### src/spkr_pkg.sv
`timescale 1ns / 1ps
package spkr_pkg;

    localparam int LANES = 8;

    typedef logic [LANES-1:0][31:0] t_frame;

    typedef enum logic [3:0] {
        G_NONE,
        G_ONE,
        G_HALF,
        G_QUARTER,
        G_EIGHTH,
        G_FIFTH,
        G_P33,
        G_P66,
        G_SEVENTH
    } t_gain;

    typedef struct packed {
        logic       valid;
        logic       last;
        logic       ok;
        logic [3:0] il;
        logic [3:0] ol;
    } t_ctrl;

    // Outer key is {input layout, output layout} as two hex digits,
    // inner key is {source lane, destination lane} as two octal digits.
    function automatic t_gain gain_code(logic [3:0] il, logic [3:0] ol,
                                        logic [2:0] s, logic [2:0] d);
        t_gain g;
        g = G_NONE;
        if (il == 4'd1) begin
            g = (s == 3'd0) ? G_ONE : G_NONE;
        end else if (il == ol) begin
            g = (s == d) ? G_ONE : G_NONE;
        end else begin
            case ({il, ol})
                8'h21: case ({s, d})
                    6'o00, 6'o10: g = G_HALF;
                    default: g = G_NONE;
                endcase
                8'h24: case ({s, d})
                    6'o00, 6'o11, 6'o02, 6'o13: g = G_ONE;
                    default: g = G_NONE;
                endcase
                8'h26: case ({s, d})
                    6'o00, 6'o11, 6'o04, 6'o15: g = G_ONE;
                    6'o02, 6'o12, 6'o03, 6'o13: g = G_HALF;
                    default: g = G_NONE;
                endcase
                8'h28: case ({s, d})
                    6'o00, 6'o06, 6'o04, 6'o11, 6'o17, 6'o15: g = G_ONE;
                    6'o02, 6'o12, 6'o03, 6'o13: g = G_HALF;
                    default: g = G_NONE;
                endcase
                8'h41: case ({s, d})
                    6'o00, 6'o10, 6'o20, 6'o30: g = G_QUARTER;
                    default: g = G_NONE;
                endcase
                8'h42: case ({s, d})
                    6'o00, 6'o11, 6'o20, 6'o31: g = G_HALF;
                    default: g = G_NONE;
                endcase
                8'h46: case ({s, d})
                    6'o00, 6'o11, 6'o24, 6'o35: g = G_ONE;
                    6'o02, 6'o12: g = G_HALF;
                    6'o03, 6'o13, 6'o23, 6'o33: g = G_QUARTER;
                    default: g = G_NONE;
                endcase
                8'h48: case ({s, d})
                    6'o00, 6'o11, 6'o24, 6'o35: g = G_ONE;
                    6'o02, 6'o12, 6'o06, 6'o17, 6'o26, 6'o37: g = G_HALF;
                    6'o03, 6'o13, 6'o23, 6'o33: g = G_QUARTER;
                    default: g = G_NONE;
                endcase
                8'h61: case ({s, d})
                    6'o00, 6'o10, 6'o20, 6'o40, 6'o50: g = G_FIFTH;
                    default: g = G_NONE;
                endcase
                8'h62: case ({s, d})
                    6'o00, 6'o11, 6'o20, 6'o21, 6'o40, 6'o51: g = G_P33;
                    default: g = G_NONE;
                endcase
                8'h64: case ({s, d})
                    6'o00, 6'o11: g = G_P66;
                    6'o20, 6'o21: g = G_P33;
                    6'o42, 6'o53: g = G_ONE;
                    default: g = G_NONE;
                endcase
                8'h68: case ({s, d})
                    6'o00, 6'o11, 6'o22, 6'o33, 6'o44, 6'o55: g = G_ONE;
                    6'o06, 6'o17, 6'o46, 6'o57: g = G_HALF;
                    default: g = G_NONE;
                endcase
                8'h81: case ({s, d})
                    6'o00, 6'o10, 6'o20, 6'o40, 6'o50, 6'o60, 6'o70: g = G_SEVENTH;
                    default: g = G_NONE;
                endcase
                8'h82: case ({s, d})
                    6'o00, 6'o11: g = G_HALF;
                    6'o20, 6'o21: g = G_QUARTER;
                    6'o40, 6'o51, 6'o60, 6'o71: g = G_EIGHTH;
                    default: g = G_NONE;
                endcase
                8'h84: case ({s, d})
                    6'o00, 6'o11: g = G_HALF;
                    6'o20, 6'o21, 6'o60, 6'o71: g = G_QUARTER;
                    6'o42, 6'o53: g = G_P66;
                    6'o62, 6'o73: g = G_P33;
                    default: g = G_NONE;
                endcase
                8'h86: case ({s, d})
                    6'o00, 6'o11, 6'o44, 6'o55: g = G_P66;
                    6'o22, 6'o33: g = G_ONE;
                    6'o60, 6'o71, 6'o64, 6'o75: g = G_P33;
                    default: g = G_NONE;
                endcase
                default: g = G_NONE;
            endcase
        end
        return g;
    endfunction

endpackage

### src/spkr_mix_cell.sv
`timescale 1ns / 1ps
// One input lane of the mixing chain: adds this lane's weighted sample into
// all eight running sums if il > LANE; hands the frame on to the next cell.
module spkr_mix_cell import spkr_pkg::*; #(
    parameter int LANE               = 0,
    parameter int GAIN_FRACTION_BITS = 16
) (
    input  logic                    i_clk,
    input  logic                    i_rst_n,
    input  t_ctrl                   i_ctrl,
    input  t_frame                  i_frame,
    input  logic [LANES-1:0][GAIN_FRACTION_BITS+36:0] i_acc,
    output t_ctrl                   o_ctrl,
    output t_frame                  o_frame,
    output logic [LANES-1:0][GAIN_FRACTION_BITS+36:0] o_acc
);

    localparam int F      = GAIN_FRACTION_BITS;
    localparam int ACC_W  = F + 37;
    localparam int GW     = F + 1;
    localparam int PW     = F + 34;

    // Gains rounded to nearest, halves up
    localparam logic [GW-1:0] GX_ONE     = GW'(2 ** F);
    localparam logic [GW-1:0] GX_HALF    = GW'((2 ** F + 1) / 2);
    localparam logic [GW-1:0] GX_QUARTER = GW'((2 ** F + 2) / 4);
    localparam logic [GW-1:0] GX_EIGHTH  = GW'((2 ** F + 4) / 8);
    localparam logic [GW-1:0] GX_FIFTH   = GW'((2 ** F + 2) / 5);
    localparam logic [GW-1:0] GX_P33     = GW'((33 * 2 ** F + 50) / 100);
    localparam logic [GW-1:0] GX_P66     = GW'((66 * 2 ** F + 50) / 100);
    localparam logic [GW-1:0] GX_SEVENTH = GW'((2 ** F + 3) / 7);

    function automatic logic [GW-1:0] gain_fx(t_gain c);
        logic [GW-1:0] v;
        case (c)
            G_ONE:     v = GX_ONE;
            G_HALF:    v = GX_HALF;
            G_QUARTER: v = GX_QUARTER;
            G_EIGHTH:  v = GX_EIGHTH;
            G_FIFTH:   v = GX_FIFTH;
            G_P33:     v = GX_P33;
            G_P66:     v = GX_P66;
            G_SEVENTH: v = GX_SEVENTH;
            default:   v = '0;
        endcase
        return v;
    endfunction

    logic                          w_use;
    logic [LANES-1:0][ACC_W-1:0]   n_acc;
    t_ctrl                         r_ctrl;
    t_frame                        r_frame;
    logic [LANES-1:0][ACC_W-1:0]   r_acc;

    assign w_use = i_ctrl.il > 4'(LANE);

    for (genvar d = 0; d < LANES; d++) begin : g_dst
        logic [GW-1:0]        w_gain;
        logic signed [PW-1:0] w_prod;

        assign w_gain = gain_fx(gain_code(i_ctrl.il, i_ctrl.ol, 3'(LANE), 3'(d)));
        assign w_prod = $signed(i_frame[LANE]) * $signed({1'b0, w_gain});

        always_comb begin
            n_acc[d] = i_acc[d];
            if (w_use) begin
                n_acc[d] = i_acc[d] + {{(ACC_W-PW){w_prod[PW-1]}}, w_prod};
            end
        end
    end

    always_ff @(posedge i_clk) begin
        if (!i_rst_n) begin
            r_ctrl.valid <= 1'b0;
        end else begin
            r_ctrl.valid <= i_ctrl.valid;
        end
        r_ctrl.last <= i_ctrl.last;
        r_ctrl.ok   <= i_ctrl.ok;
        r_ctrl.il   <= i_ctrl.il;
        r_ctrl.ol   <= i_ctrl.ol;
        r_frame     <= i_frame;
        r_acc       <= n_acc;
    end

    assign o_ctrl  = r_ctrl;
    assign o_frame = r_frame;
    assign o_acc   = r_acc;

endmodule

### config.mk
export PLATFORM = sky130hd
export DESIGN_NAME = spkr_mix_cell
export DESIGN_NICKNAME = d
export VERILOG_FILES = /design/src/spkr_pkg.sv /design/src/spkr_mix_cell.sv
export SDC_FILE = /design/constraint.sdc
export NUM_CORES = 2
export LEC_CHECK = 0
export BUFFER_PORTS_ARGS = -buffer_cell sky130_fd_sc_hd__buf_2
export CAP_MARGIN = 20
export CORE_AREA = 8 8 538 540
export CTS_BUF_LIST = sky130_fd_sc_hd__clkbuf_4 sky130_fd_sc_hd__clkbuf_8 sky130_fd_sc_hd__clkbuf_16
export CTS_CLUSTER_SIZE = 24
export DETAILED_ROUTE_END_ITERATION = 12
export DIE_AREA = 0 0 546 548
export HOLD_SLACK_MARGIN = 0.06
export MAX_ROUTING_LAYER = met4
export PLACE_DENSITY = 0.46
export SYNTH_ARGS = -nofsm -noshare
export SYNTH_HDL_FRONTEND = slang
export SYNTH_SLANG_ARGS = --single-unit
### constraint.sdc
create_clock -name i_clk -period 22.3 [get_ports i_clk]
set_clock_uncertainty 0.2 [all_clocks]
set_input_delay 2.23 -clock i_clk [delete_from_list [all_inputs] [get_ports i_clk]]
set_output_delay 2.23 -clock i_clk [all_outputs]
set_load 0.01 [all_outputs]
==> metrics.txt <==
# DRC=0; global-route wire length before repair=~500000 um; die area=299000 um^2; gr ovfl total=0; most frequent cell after synthesis=inv_1; CP dominant cell by count=inv_1; share of cells above drive strength 1=0.190; CP max-delay cell=o311ai_0; area taken by flip-flops and latches=13800 um^2; Post-synth top cells=inv_1, ha_1, dfxtp_1, nand2_1, fa_1; CP arrival=between 15000 and 20000 ps; core area=roughly 280000 um^2; maximum net fanout on the critical path=39; part of the Yosys area used for sequential elements=0.211; Post-synth EDFFs=0; H-tree Lvls=3; initial antenna violation count=182; final setup fails=0; synthesized area=65600 um^2; critical path class=input pin to flip-flop; hold buffers post-CTS=0; number of synthesized register bits=691; Vias=approximately 59000; final cell utilization of the core=0.288; HPWL after DPL=318000 um; outcome=completed; initial DRC count=4100; Hold Crit Class=input pin to flip-flop; Netlist cell types=between 70 and 80; Leak Pwr=42.0 nW; CTS Buffer Depth=4; TritonRoute pass-1 iters=6; number of global-route vias before repair=~60000; final wirelength=between 300000 and 400000 um; cell accounting for the most synthesized area=dfxtp_1; Synth top area share=0.211; Fin. Hold Viols=0; Worst-path clk slew=around 60 ps; asr flop ratio synth=0; Total Power=about 4.2 mW; postcts setup bufs=0; PwrDens=around 52 nW/um^2; Worst Path Required=approximately 23000 ps; Synth Instances=about 7400; Setup TNS=0 ps; # clock sinks=slightly below 700; Port Buffer Count=roughly 1400; fill cell count=between 30000 and 40000; gpl congestion=0.970; Main synth FF type=dfxtp_1; top cells by area, synth=dfxtp_1, ha_1, fa_1; synth warn=0; FP Rows=between 150 and 200; startpoint types=input pin; Worst-Margin Slew=roughly 1200 ps; Total GRT Usage=0.245; largest net degree at the start of global routing=approximately 130; Final Slew Violations=0; Total Nets Final=about 11000; worst vdd ir=roughly 61 uV; Routed Antenna Nets=0; Die H=around 550 um; CTS Root Cell=clkbuf_16; fmax=around 68 MHz; Multi-input gate area=~47000 um^2; Avg Cell Area, Syn=around 9 um^2; CP peak stage delay=roughly 840 ps; Avg WL per Cell=roughly 29 um; RSZ-0062 raised after global routing=false; Area Overhead vs Synth=23.4%; total CTS buffers=93; routed vias/inst=~4.6; Tcrit/Tclk final=0.656; IO Count=1384; initial core utilization=0.234; CTS tree=done; crit end category=flip-flop; post-CTS resize count=0; Die Wd=roughly 550 um; Max Cap Viol=0; max_slew headroom=0.208; fin crit period=14630 ps
[power breakdown]
| part | total (mW) | switching, mW | internal, mW |
|---|---|---|---|
| registers | 1.46 | 0.0862 | 1.38 |
| logic | 1.17 | 0.750 | 0.425 |
| clock network | 1.59 | 0.655 | 0.934 |
| total | 4.23 | 1.49 | 2.74 |
[cell type report]
class / instances / area share
Clock inverter: 36 / 0.00567
Sequential cell: 691 / 0.171
Timing Repair Buffer: 1465 / 0.0932
Clock buffer: 126 / 0.0330
Inverter: 1078 / 0.0500
Antenna cell: 193 / 0.00596
Multi-Input combinational cell: 5453 / 0.583
Tap cell: 3743 / 0.0578
[path summary, 6_finish.rpt]
kind                     start      endpoint  slack, ps  cells past startpoint
hold / removal    i_frame[110]  o_frame[110]       1280                      1
setup / recovery     i_ctrl[4]     o_acc[49]       7670                     48
[metal layers]
layer  global-route usage  wire length, um  up-vias
met5                    -                0        -
met4                0.120            22700        0
met3               0.0519            22700      520
met2                0.416           177000     2152
met1                0.275           146000    29200
li1                     -                -    27400
[state kept, by name, summed over array words and instances, names as in the netlist]
register,count
o_acc,424
o_frame,256
o_ctrl,11
[placed cells by master (no fill, tap or decap), drive strengths merged, types with 12 or more instances in the layout]
cell type  count
and3          72
o211ai        19
o21bai        69
nand2b        56
a211oi        44
nand3         77
a21o         222
o21ai        307
or2           15
nor3          59
buf         1465
clkinv        16
diode        193
inv         1082
nand4         33
clkbuf       126
a21oi        519
nor2         406
a21boi        21
nand2        649
a2111oi       12
and2         228
or3           30
ha          1011
and4          13
nor3b         15
a31oi         35
fa           625
xnor2        246
nor2b        169
xor2         158
o21a          57
conb          70
dfxtp        691
o31ai         40
[worst max-delay path: cells and delay by family]
family                   cells  cell delay, ps
buffers and inverters       13            2170
XOR/XNOR                     2             320
adder cells (fa/ha/maj)      9            3890
AO/OA/AOI/OAI               14            4370
AND/OR/NAND/NOR             10            2040
[metrics by stage]
| step | hold WS [ps] | cells | instance area, um^2 | worst slack, ps |
|---|---|---|---|---|
| finish | 1280 | 12800 | 81000 | 7670 |
| global route | 1230 | 12700 | 80900 | 6490 |
| CTS | 1210 | 12600 | 80500 | 7660 |
| detailed placement | 2130 | 12400 | 77400 | 6860 |
| global placement | 2130 | 12400 | 77400 | 7070 |
| floorplan | 2060 | 7450 | 65900 | 9580 |
[logic make-up after synthesis]
| group | synth area share |
|---|---|
| muxes | 0.000953 |
| buffers and inverters | 0.0747 |
| other | 0.000114 |
| AOI/OAI and AO/OA | 0.139 |
| xor gates and xnor gates | 0.0539 |
| and+or+nand+nor | 0.137 |
| adders and majority gates | 0.383 |
| DFF | 0.211 |
Power figures use the tool's default switching activity.
