==> config.mk <==
export PLATFORM = sky130hd
export DESIGN_NAME = spkr_out_stage
export DESIGN_NICKNAME = d
export VERILOG_FILES = /design/src/spkr_pkg.sv /design/src/spkr_out_stage.sv
export SDC_FILE = /design/constraint.sdc
export NUM_CORES = 1
export LEC_CHECK = 0
export BUFFER_PORTS_ARGS = -buffer_cell sky130_fd_sc_hd__clkbuf_2
export CORE_AREA = 3 3 267 269
export CTS_CLUSTER_DIAMETER = 80
export DETAILED_ROUTE_END_ITERATION = 10
export DIE_AREA = 0 0 270 272
export PLACE_DENSITY = 0.38
export SLEW_MARGIN = 20
export SYNTH_ARGS = -nofsm -noshare
export SYNTH_HDL_FRONTEND = slang
export SYNTH_SLANG_ARGS = --single-unit
export TNS_END_PERCENT = 30
==> constraint.sdc <==
create_clock -name i_clk -period 7.26 [get_ports i_clk]
set_input_delay 0.726 -clock i_clk [delete_from_list [all_inputs] [get_ports i_clk]]
set_output_delay 0.726 -clock i_clk [all_outputs]
set_load 0.01 [all_outputs]
==> src/spkr_pkg.sv <==
`timescale 1ns / 1ps
package spkr_pkg;

    localparam int LANES = 8;

    typedef logic [LANES-1:0][31:0] t_frame;

    typedef enum logic [3:0] {
        G_NONE,
        G_ONE,
        G_HALF,
        G_QUARTER,
        G_EIGHTH,
        G_FIFTH,
        G_P33,
        G_P66,
        G_SEVENTH
    } t_gain;

    typedef struct packed {
        logic       valid;
        logic       last;
        logic       ok;
        logic [3:0] il;
        logic [3:0] ol;
    } t_ctrl;

    // Outer key is {input layout, output layout} as two hex digits,
    // inner key is {source lane, destination lane} as two octal digits.
    function automatic t_gain gain_code(logic [3:0] il, logic [3:0] ol,
                                        logic [2:0] s, logic [2:0] d);
        t_gain g;
        g = G_NONE;
        if (il == 4'd1) begin
            g = (s == 3'd0) ? G_ONE : G_NONE;
        end else if (il == ol) begin
            g = (s == d) ? G_ONE : G_NONE;
        end else begin
            case ({il, ol})
                8'h21: case ({s, d})
                    6'o00, 6'o10: g = G_HALF;
                    default: g = G_NONE;
                endcase
                8'h24: case ({s, d})
                    6'o00, 6'o11, 6'o02, 6'o13: g = G_ONE;
                    default: g = G_NONE;
                endcase
                8'h26: case ({s, d})
                    6'o00, 6'o11, 6'o04, 6'o15: g = G_ONE;
                    6'o02, 6'o12, 6'o03, 6'o13: g = G_HALF;
                    default: g = G_NONE;
                endcase
                8'h28: case ({s, d})
                    6'o00, 6'o06, 6'o04, 6'o11, 6'o17, 6'o15: g = G_ONE;
                    6'o02, 6'o12, 6'o03, 6'o13: g = G_HALF;
                    default: g = G_NONE;
                endcase
                8'h41: case ({s, d})
                    6'o00, 6'o10, 6'o20, 6'o30: g = G_QUARTER;
                    default: g = G_NONE;
                endcase
                8'h42: case ({s, d})
                    6'o00, 6'o11, 6'o20, 6'o31: g = G_HALF;
                    default: g = G_NONE;
                endcase
                8'h46: case ({s, d})
                    6'o00, 6'o11, 6'o24, 6'o35: g = G_ONE;
                    6'o02, 6'o12: g = G_HALF;
                    6'o03, 6'o13, 6'o23, 6'o33: g = G_QUARTER;
                    default: g = G_NONE;
                endcase
                8'h48: case ({s, d})
                    6'o00, 6'o11, 6'o24, 6'o35: g = G_ONE;
                    6'o02, 6'o12, 6'o06, 6'o17, 6'o26, 6'o37: g = G_HALF;
                    6'o03, 6'o13, 6'o23, 6'o33: g = G_QUARTER;
                    default: g = G_NONE;
                endcase
                8'h61: case ({s, d})
                    6'o00, 6'o10, 6'o20, 6'o40, 6'o50: g = G_FIFTH;
                    default: g = G_NONE;
                endcase
                8'h62: case ({s, d})
                    6'o00, 6'o11, 6'o20, 6'o21, 6'o40, 6'o51: g = G_P33;
                    default: g = G_NONE;
                endcase
                8'h64: case ({s, d})
                    6'o00, 6'o11: g = G_P66;
                    6'o20, 6'o21: g = G_P33;
                    6'o42, 6'o53: g = G_ONE;
                    default: g = G_NONE;
                endcase
                8'h68: case ({s, d})
                    6'o00, 6'o11, 6'o22, 6'o33, 6'o44, 6'o55: g = G_ONE;
                    6'o06, 6'o17, 6'o46, 6'o57: g = G_HALF;
                    default: g = G_NONE;
                endcase
                8'h81: case ({s, d})
                    6'o00, 6'o10, 6'o20, 6'o40, 6'o50, 6'o60, 6'o70: g = G_SEVENTH;
                    default: g = G_NONE;
                endcase
                8'h82: case ({s, d})
                    6'o00, 6'o11: g = G_HALF;
                    6'o20, 6'o21: g = G_QUARTER;
                    6'o40, 6'o51, 6'o60, 6'o71: g = G_EIGHTH;
                    default: g = G_NONE;
                endcase
                8'h84: case ({s, d})
                    6'o00, 6'o11: g = G_HALF;
                    6'o20, 6'o21, 6'o60, 6'o71: g = G_QUARTER;
                    6'o42, 6'o53: g = G_P66;
                    6'o62, 6'o73: g = G_P33;
                    default: g = G_NONE;
                endcase
                8'h86: case ({s, d})
                    6'o00, 6'o11, 6'o44, 6'o55: g = G_P66;
                    6'o22, 6'o33: g = G_ONE;
                    6'o60, 6'o71, 6'o64, 6'o75: g = G_P33;
                    default: g = G_NONE;
                endcase
                default: g = G_NONE;
            endcase
        end
        return g;
    endfunction

endpackage

==> src/spkr_out_stage.sv <==
`timescale 1ns / 1ps
// Scales the sums back down (toward zero), saturates to 32 bits and masks
// lanes outside the output layout, or all lanes for an unsupported pair.
module spkr_out_stage import spkr_pkg::*; #(
    parameter int CHANNEL_COUNT      = 8,
    parameter int GAIN_FRACTION_BITS = 16
) (
    input  logic                    i_clk,
    input  logic                    i_rst_n,
    input  t_ctrl                   i_ctrl,
    input  logic [LANES-1:0][GAIN_FRACTION_BITS+36:0] i_acc,
    output logic                    o_done,
    output logic                    o_last,
    output t_frame                  o_mixed
);

    localparam int F     = GAIN_FRACTION_BITS;
    localparam int ACC_W = F + 37;
    localparam int QW    = ACC_W - F;

    t_frame n_mixed;
    t_frame r_mixed;
    logic   r_done;
    logic   r_last;

    for (genvar d = 0; d < LANES; d++) begin : g_lane
        logic signed [ACC_W-1:0] w_acc;
        logic signed [QW-1:0]    w_q;
        logic                    w_fits;
        logic                    w_live;

        assign w_acc  = $signed(i_acc[d]);
        // arithmetic shift floors, so bump negatives with a dropped fraction
        assign w_q    = QW'(w_acc >>> F) + QW'(w_acc[ACC_W-1] && (|w_acc[F-1:0]));
        assign w_fits = (w_q[QW-1:31] == '0) || (w_q[QW-1:31] == '1);
        assign w_live = i_ctrl.ok && (i_ctrl.ol > 4'(d)) && (d < CHANNEL_COUNT);

        always_comb begin
            if (!w_live) begin
                n_mixed[d] = '0;
            end else if (w_fits) begin
                n_mixed[d] = w_q[31:0];
            end else if (w_q[QW-1]) begin
                n_mixed[d] = 32'h8000_0000;
            end else begin
                n_mixed[d] = 32'h7fff_ffff;
            end
        end
    end

    always_ff @(posedge i_clk) begin
        if (!i_rst_n) begin
            r_done <= 1'b0;
        end else begin
            r_done <= i_ctrl.valid;
        end
    end

    always_ff @(posedge i_clk) begin
        r_last  <= i_ctrl.last;
        r_mixed <= n_mixed;
    end

    assign o_done  = r_done;
    assign o_last  = r_last;
    assign o_mixed = r_mixed;

endmodule

==> results of run 1 <==
[flip-flops by register name, indices dropped and copies added (netlist names)]
signal / count
o_mixed: 256
o_done: 1
o_last: 1
[logic make-up after synthesis]
group / count (synthesis) / share of synthesized area
AO/OA/AOI/OAI: 335 / 0.145
XOR/XNOR: 244 / 0.159
multiplexers: 10 / 0.00784
AND/OR/NAND/NOR: 616 / 0.256
buffers and inverters: 90 / 0.0309
adder cells (fa/ha/maj): 16 / 0.0149
flip-flops: 258 / 0.385
[per-stage QoR]
stage                     setup slack [ps]  power (uW)  utilization
final                                 3340        3910        0.277
after global routing                  2970        4110        0.277
after CTS                             3270        4000        0.277
after detailed placement              2700        2150        0.259
after global placement                2780        2150        0.259
after floorplan                       3900        1790            -
[layout by cell type (no fill, tap or decap), types with 37 or more instances in the layout]
master | netlist | final
a21oi_1 | 202 | 202
and3_1 | 46 | 46
and4_1 | 38 | 38
clkbuf_16 | 0 | 37
clkbuf_2 | 0 | 690
dfxtp_1 | 258 | 258
nand2_1 | 116 | 116
nand3_1 | 93 | 93
nand4_1 | 77 | 77
nor2_1 | 84 | 84
nor4_1 | 49 | 49
o21ai_0 | 44 | 42
xnor2_1 | 103 | 103
xor2_1 | 141 | 141
[critical path, stage by stage]
cell and delay, ps:
clkbuf_2 100, inv_1 80, a41oi_1 290, ha_1 260, ha_1 190, nand3_1 170, or2_2 360, nor4_4 470
nand4_1 230, xnor2_1 360, mux2i_4 850, a21oi_1 170
[layout make-up]
type                    count  area (um2)
inverters                  31         116
multi-input cells        1221        7880
fillers                  7685       49800
diodes                      7        17.5
clock inverters            14         158
repair buffers            700        3530
well taps                 931        1160
clock buffers              49        1040
flip-flops and latches    258        5160
[layer usage]
metal,global-route usage,vias to the layer above,share of wire
met1,0.177,6627,0.40
li1,-,7072,-
met4,0.0501,12,0.028
met3,0.0477,97,0.076
met5,0,-,0.0015
met2,0.271,435,0.50
[power groups by stage]
| stage | Combinational, uW | Clock, uW | Sequential (uW) |
|---|---|---|---|
| 6_report | 584 | 1800 | 1530 |
| 5_1_grt | 644 | 1930 | 1540 |
| 4_1_cts | 593 | 1880 | 1530 |
| 3_5_place_dp | 589 | 0 | 1560 |
| 3_3_place_gp | 588 | 0 | 1560 |
| 2_1_floorplan | 191 | 0 | 1600 |
[path summary, 6_finish.rpt]
kind        from           end  slack [ps]  cells past startpoint
max   i_acc[317]  o_mixed[178]        3340                     12
min    i_ctrl[9]        o_last         320                      1
==> metrics.csv, run 1 <==
metric;value;unit
fin cells;3211;
Startpoint Class;primary input;
post-DP HPWL;48.7;mm
Hold Fails Final Rpt;0;
first-pass GRT wire length;88.6;mm
synthesized netlist cell count;1569;
top_reg_cell synth;dfxtp_1;
worst slew pin tran;1060;ps
PD cells;205;mW/mm2
top post-synthesis cells by count;dfxtp_1 (258), a21oi_1 (202), xor2_1 (141), nand2_1 (116), xnor2_1 (103);
MaxCap Viol Count;0;
Crit Path Category;primary input to register;
post-route cell area;0.0191;mm2
Pre-Repair DR Iteration Count;4;
status;finished clean;
crit end category;register;
die span in y;272;um
slew margin rel.;0.291;
top-area cell type share of the netlist area;0.385;
Max Root-Sink Buffers;3;
DRC;0;
H-tree Lvls;2;
hold_buf cts;0;
syn nets;2022;
largest net degree at the start of global routing;32;
Die X;270;um
Max Fclk;255;MHz
Min Hold Slack;321;ps
Post-Route WL;59.3;mm
NetSw;1080;uW
share of cells above drive strength 1;0.358;
switching portion of total power;0.276;
Gates resized, CTS repair;0;
drt wl/cell;18.5;um
internal power;2830;uW
P_leak;0.00829;uW
Logic pwr share;0.149;
CTS Buf Count;36;
Setup TNS Final;0;ps
Setup violations, final;0;
top post-synthesis cells by area;dfxtp_1 (39%), xor2_1 (9.2%), a21oi_1 (7.5%);
post-synthesis sequential area ratio;0.385;
Rows;96;
# IOs;695;
via count of the routed design;14200;
most common cell in the netlist;dfxtp_1;
crit path time final;3920;ps
worst path required time;7620;ps
DR iter-0 viols;520;
Reg power frac;0.391;
asr flop ratio synth;0;
Clock power frac;0.460;
Die Area;0.0734;mm2
CTS Root Cell;clkbuf_16;
CTS tree;yes;
vias in the first global route;14400;
port bufs;690;
clock sinks;258;
grt ovf;0;
DRT antenna net count;0;
Inst Count DP;3141;
leading area contributor after synthesis;dfxtp_1;
fin crit share;0.539;
warnings from Yosys;0;
Pins Over Slew Limit;0;
Synth cell types;70;
fin nets;2701;
Reg clk slew, reported paths;60;ps
crit path DAT;4280;ps
Routability Congestion;0.919;
Area after DPL;0.0179;mm2
Setup Buffers After CTS;0;
#FFs+latches synth;258;
worst min-delay path category;primary input to register;
Area Growth Syn to Fin;42.3;%
initial antenna violation count;15;
Max FO, Critical Path;29;
EDFF count, synth;0;
post-synthesis average cell area;8.54;um2
RSZ-0062 raised after global routing;no;
GRT Total Usage;0.154;
core area;0.0688;mm2
Starting Density;0.195;
VDD IR-drop max;113;uV
Via density;4.44;
mapped cell area;0.0134;mm2
(Power assumes the default switching activity.)
==> run 2, diff against run 1 <==
Settings changed: PLACE_DENSITY 0.38 to 0.39.
Clock period 7.26 ns to 3.5 ns, I/O delays scaled along.
==> run 2 against run 1 <==
Compared with the run above: flip-flop and latch count is the same; final cell count grew 2.2%; die area is the same; via count grew 2.4%; critical path depth grew 3; combinational power grew 120%; setup slack lost 2800 ps; sequential share of layout area shrank 0.93 points; global-route usage grew 0.79 points; cell area grew 3.6%; sequential power grew 110%; core utilization grew 0.99 points; largest cell class unchanged.
==> metrics.csv, run 2 (same netlist as run 1, synthesis figures left out) <==
metric;value;unit;change
min-delay src;i_acc[311];;was i_ctrl[9]
Reg power frac;0.380;;was 0.391
Reg clk slew, reported paths;60;ps;about the same
Via density;4.44;;about the same
Setup TNS Final;0;ps;unchanged
Post-Route WL;62.7;mm;was 59.3 mm
Setup violations, final;0;;unchanged
Hold Fails Final Rpt;0;;unchanged
internal power;6040;uW;was 2830 uW
DRC;0;;unchanged
fin nets;2773;;was 2,701
port bufs;690;;unchanged
crit-path leading delay family;compound AO/OA/AOI/OAI gates;;was simple AND/OR/NAND/NOR gates
crit path time final;3000;ps;
commonest cells after routing, fill and taps aside;clkbuf_2 (690), dfxtp_1 (258), a21oi_1 (202);;unchanged
Util after Layout;0.287;;was 0.277
worst path required time;3930;ps;was 7620 ps
crit path DAT;3430;ps;was 4280 ps
NetSw;2310;uW;was 1080 uW
Clock power frac;0.468;;was 0.460
pre-CTS setup slack;-69.7;ps;was 2700 ps
largest net degree at the start of global routing;32;;unchanged
Setup Buffers After CTS;0;;unchanged
core area;0.0688;mm2;unchanged
number of buffers and inverters on the critical path;5;;was 2
Min Hold Slack;109;ps;was 321 ps
# IOs;695;;unchanged
worst min-delay path category;primary input to register;;unchanged
Rows;96;;unchanged
Startpoint Class;primary input;;unchanged
Logic pwr share;0.152;;was 0.149
drt wl/cell;19.1;um;was 18.5 um
Max Fclk;333;MHz;
Routability Congestion;0.967;;was 0.919
commonest non-fill, non-tap cell in the layout;clkbuf_2;;unchanged
crit-path cells;clkbuf_2 > inv_1 > a41oi_1 > buf_4 > ha_1 > ha_1 > and4_1 > nand3_1 > nor4_1 > buf_4 > mux2_2 > o21a_1 > o21ai_2 > buf_12 > a21oi_1;;was clkbuf_2 > inv_1 > a41oi_1 > ha_1 > ha_1 > nand3_1 > or2_2 > nor4_4 > nand4_1 > xnor2_1 > mux2i_4 > a21oi_1
P_leak;0.00873;uW;was 0.00829 uW
PD cells;423;mW/mm2;was 205 mW/mm2
grt ovf;0;;unchanged
DR iter-0 viols;650;;was 520
power after layout;8350;uW;was 3910 uW
first-pass GRT wire length;92.7;mm;was 88.6 mm
GRT Total Usage;0.162;;was 0.154
Max Root-Sink Buffers;3;;unchanged
final worst slack;501;ps;was 3340 ps
share of cells above drive strength 1;0.376;;was 0.358
MaxCap Viol Count;0;;unchanged
Hold Path Sink;o_mixed[190];;was o_last
max reg flops;256;;unchanged
status;finished clean;;unchanged
vias in the first global route;14600;;was 14,400
crit end category;register;;unchanged
Area Growth Syn to Fin;47.4;%;was 42.3%
DRT antenna net count;0;;unchanged
Pins Over Slew Limit;0;;unchanged
Hold Path Stages;3;;was 1
Die X;270;um;unchanged
RSZ-0062 raised after global routing;no;;unchanged
Worst path slowest cell;a41oi_1;;was mux2i_4
VDD IR-drop max;298;uV;was 113 uV
initial antenna violation count;4;;was 15
Die Area;0.0734;mm2;unchanged
worst slew pin tran;863;ps;was 1060 ps
CTS tree;yes;;unchanged
switching portion of total power;0.277;;was 0.276
clock sinks;258;;unchanged
fin crit share;0.857;;
Crit Path Category;primary input to register;;unchanged
Starting Density;0.195;;unchanged
slew margin rel.;0.419;;was 0.291
slowest stage delay, CP;440;ps;was 850 ps
die span in y;272;um;unchanged
H-tree Lvls;2;;unchanged
CTS Root Cell;clkbuf_16;;unchanged
Max FO, Critical Path;31;;was 29
Pre-Repair DR Iteration Count;5;;was 4
CTS Buf Count;38;;was 36
via count of the routed design;14600;;was 14,200
post-DP HPWL;52.4;mm;was 48.7 mm
## run 2: cell types whose count changed in the layout (fill, tap and decap cells not counted), sizes merged
cell         change
buf             +67
dlygate4sd3      +3
clkinv           +2
clkbuf           +5
clkinvlp         -3
inv              +1
diode            -5
## run 2: timing repair
action | CTS | global route
endpoints found under the setup margin | 0 | 0
endpoints found under the hold margin | 2 | 0
hold buffers | 3 | 0
gates resized for setup | 0 | 0
## run 2: final cells by class
| type | instances | area, um2 |
|---|---|---|
| Clock buffer | 54 | 1110 |
| Antenna cell | 2 | 5.00 |
| Fill cell | 7561 | 49100 |
| Tap cell | 931 | 1160 |
| Clock inverter | 14 | 159 |
| Sequential cell | 258 | 5160 |
| Multi-Input combinational cell | 1221 | 7870 |
| Inverter | 31 | 116 |
| Timing Repair Buffer | 770 | 4160 |
## run 2: layer usage
layer	vias to the layer above	share of wire	global-route usage
met4	4	0.018	0.0353
met1	6848	0.41	0.193
met5	-	0.00038	0
li1	7222	-	-
met3	68	0.063	0.0385
met2	437	0.51	0.294
## run 2: worst max path at each step
| stage | startpoint | endpoint | slack (ps) | cells past startpoint |
|---|---|---|---|---|
| 2_1_floorplan | i_acc[5] | o_mixed[21] | 520 | 13 |
| 3_3_place_gp | i_acc[224] | o_mixed[130] | -80 | 16 |
| 3_5_place_dp | i_acc[212] | o_mixed[137] | -70 | 14 |
| 4_1_cts | i_acc[212] | o_mixed[137] | 510 | 14 |
| 5_1_grt | i_acc[423] | o_mixed[251] | 290 | 15 |
| 6_report | i_acc[423] | o_mixed[251] | 500 | 15 |
## run 2: power groups by stage
stage	registers (uW)	clock network [uW]	logic, uW
2_1_floorplan	3320	0	396
3_3_place_gp	3240	0	1270
3_5_place_dp	3240	0	1280
4_1_cts	3180	4050	1290
5_1_grt	3190	4160	1390
6_report	3170	3910	1270
## run 2: stage by stage
stage          instance area [um2]  instances
2_1_floorplan                13400       1569
3_3_place_gp                 18400       3208
3_5_place_dp                 18400       3208
4_1_cts                      19700       3279
5_1_grt                      19700       3279
6_report                     19800       3281
==> run 3, diff against run 2 <==
Clock period 3.5 ns to 2.68 ns, I/O delays scaled along.
==> run 3 against run 2 <==
Compared with the run above: combinational power increased by 39%; largest power group unchanged; routed wire length increased by 2.4%; non-clock buffer count up 140; core utilization grew 1.9 points; sequential power rose by 31%.
==> metrics.csv, run 3 (same netlist as run 1, synthesis figures left out) <==
metric;value;unit;change
first-pass GRT wire length;95.2;mm;was 92.7 mm
Die X;270;um;unchanged
switching portion of total power;0.273;;was 0.277
post-DP HPWL;54.5;mm;was 52.4 mm
P_leak;0.00946;uW;was 0.00873 uW
Starting Density;0.195;;unchanged
Hold Path Sink;o_mixed[47];;was o_mixed[190]
Max Fclk;386;MHz;
Hold Path Stages;3;;unchanged
H-tree Lvls;2;;unchanged
# IOs;695;;unchanged
Max Root-Sink Buffers;3;;unchanged
Reg clk slew, reported paths;60;ps;about the same
worst min-delay path category;primary input to register;;unchanged
min-delay src;i_acc[84];;was i_acc[311]
Util after Layout;0.306;;was 0.287
Max FO, Critical Path;29;;was 31
Crit Path Category;primary input to register;;unchanged
RSZ-0062 raised after global routing;yes;;was no
PD cells;511;mW/mm2;was 423 mW/mm2
Pins Over Slew Limit;0;;unchanged
DR iter-0 viols;549;;was 650
initial antenna violation count;13;;was 4
commonest cells after routing, fill and taps aside;clkbuf_2 (690), dfxtp_1 (258), a21oi_1 (201);;was clkbuf_2 (690), dfxtp_1 (258), a21oi_1 (202)
largest net degree at the start of global routing;30;;was 32
power after layout;10800;uW;was 8350 uW
NetSw;2930;uW;was 2310 uW
Reg power frac;0.385;;was 0.380
Clock power frac;0.450;;was 0.468
drt wl/cell;18.8;um;was 19.1 um
DRC;0;;unchanged
post-route cell area;0.0211;mm2;was 0.0198 mm2
Post-Route WL;64.3;mm;was 62.7 mm
CTS Root Cell;clkbuf_16;;unchanged
Hold Fails Final Rpt;0;;unchanged
clock sinks;258;;unchanged
Startpoint Class;primary input;;unchanged
status;finished clean;;unchanged
met3 Use GR;0.0456;;was 0.0385
crit path DAT;3040;ps;was 3430 ps
VDD IR-drop max;317;uV;was 298 uV
crit end category;register;;unchanged
max reg flops;256;;unchanged
met1 global-route usage;0.192;;was 0.193
vias in the first global route;15700;;was 14,600
met2 layer usage reported by global route;0.294;;about the same
Min Hold Slack;43.8;ps;was 109 ps
Area Growth Syn to Fin;57.3;%;was 47.4%
die span in y;272;um;unchanged
MaxCap Viol Count;0;;unchanged
slew margin rel.;0.500;;was 0.419
Pre-Repair DR Iteration Count;5;;unchanged
share of cells above drive strength 1;0.421;;was 0.376
CTS Buf Count;37;;was 38
via count of the routed design;15100;;was 14,600
GRT Total Usage;0.166;;was 0.162
global route hottest layer;met2;;unchanged
worst path required time;3130;ps;was 3930 ps
Setup violations, final;0;;unchanged
port bufs;690;;unchanged
Die Area;0.0734;mm2;unchanged
Rows;96;;unchanged
Via density;4.43;;was 4.44
DRT antenna net count;0;;unchanged
fin crit share;0.966;;
Setup TNS Final;0;ps;unchanged
worst slew pin tran;742;ps;was 863 ps
fin nets;2912;;was 2,773
Routability Congestion;0.950;;was 0.967
internal power;7830;uW;was 6040 uW
crit path time final;2590;ps;
CTS tree;yes;;unchanged
Area after DPL;0.0196;mm2;was 0.0184 mm2
core area;0.0688;mm2;unchanged
Logic pwr share;0.165;;was 0.152
grt ovf;0;;unchanged
commonest non-fill, non-tap cell in the layout;clkbuf_2;;unchanged
run 3: cell types whose count changed in the layout (fill, tap and decap cells not counted), moves of 3 or more:
cell / before / now
ha_2: 0 / 6
diode_2: 2 / 7
nor4_4: 3 / 6
buf_4: 69 / 197
buf_12: 8 / 14
nand3_2: 0 / 3
nor4_2: 3 / 10
nor4_1: 48 / 38
nand3_1: 93 / 90
ha_1: 16 / 8
dlygate4sd3_1: 3 / 7
clkinv_2: 5 / 2
run 3: critical path, stage by stage:
cell and delay (ps):
clkbuf_2 130, inv_1 120, a41oi_2 170, buf_4 160, ha_2 220, nand3_2 140
or4_4 460, or4_1 450, nand2_1 90, and4_2 270, buf_4 130, o21bai_2 70
buf_12 170, a21oi_1 160
run 3: how the worst max path moves through the flow:
stage / slack [ps] / startpoint / to
after global routing: -10 / i_acc[380] / o_mixed[224]
after floorplan: -50 / i_acc[320] / o_mixed[212]
final: 90 / i_acc[264] / o_mixed[150]
after CTS: 40 / i_acc[324] / o_mixed[202]
after detailed placement: -680 / i_acc[264] / o_mixed[153]
after global placement: -590 / i_acc[264] / o_mixed[129]
run 3: stage by stage:
| step | std cells | setup slack (ps) |
|---|---|---|
| after CTS | 3411 | 35.0 |
| final | 3421 | 90.7 |
| after floorplan | 1569 | -49.0 |
| after global routing | 3421 | -9.50 |
| after global placement | 3341 | -595 |
| after detailed placement | 3341 | -676 |
run 3: area by class of cell:
class                      count  area [um2]
antenna                        7        17.5
clock buffer                  54        1110
clock inverter                 9        90.1
fill                        7433       47700
inverter                      31         116
multi-input combinational   1221        8090
sequential                   258        5160
tap                          931        1160
timing repair buffer         910        5320
run 3: layer usage:
layer | part of all wire | vias up
met5 | 0.00054 | -
met4 | 0.027 | 6
met3 | 0.071 | 78
met2 | 0.49 | 515
met1 | 0.41 | 7058
li1 | - | 7482
run 3: repair_timing:
item,CTS,global route
hold buffers,7,0
gates resized for setup,4,26
buffers inserted,0,2
endpoints found under the hold margin,6,0
gates cloned,0,1
endpoints found under the setup margin,46,133
pin swaps,0,3
run 3: power by group through the flow:
stage               Combinational (uW)  Sequential, uW  Clock (uW)
global route                      1940            4170        5180
finish                            1770            4150        4840
CTS                               1780            4150        5030
global placement                  1750            4230           0
detailed placement                1760            4230           0
floorplan                          525            4340           0
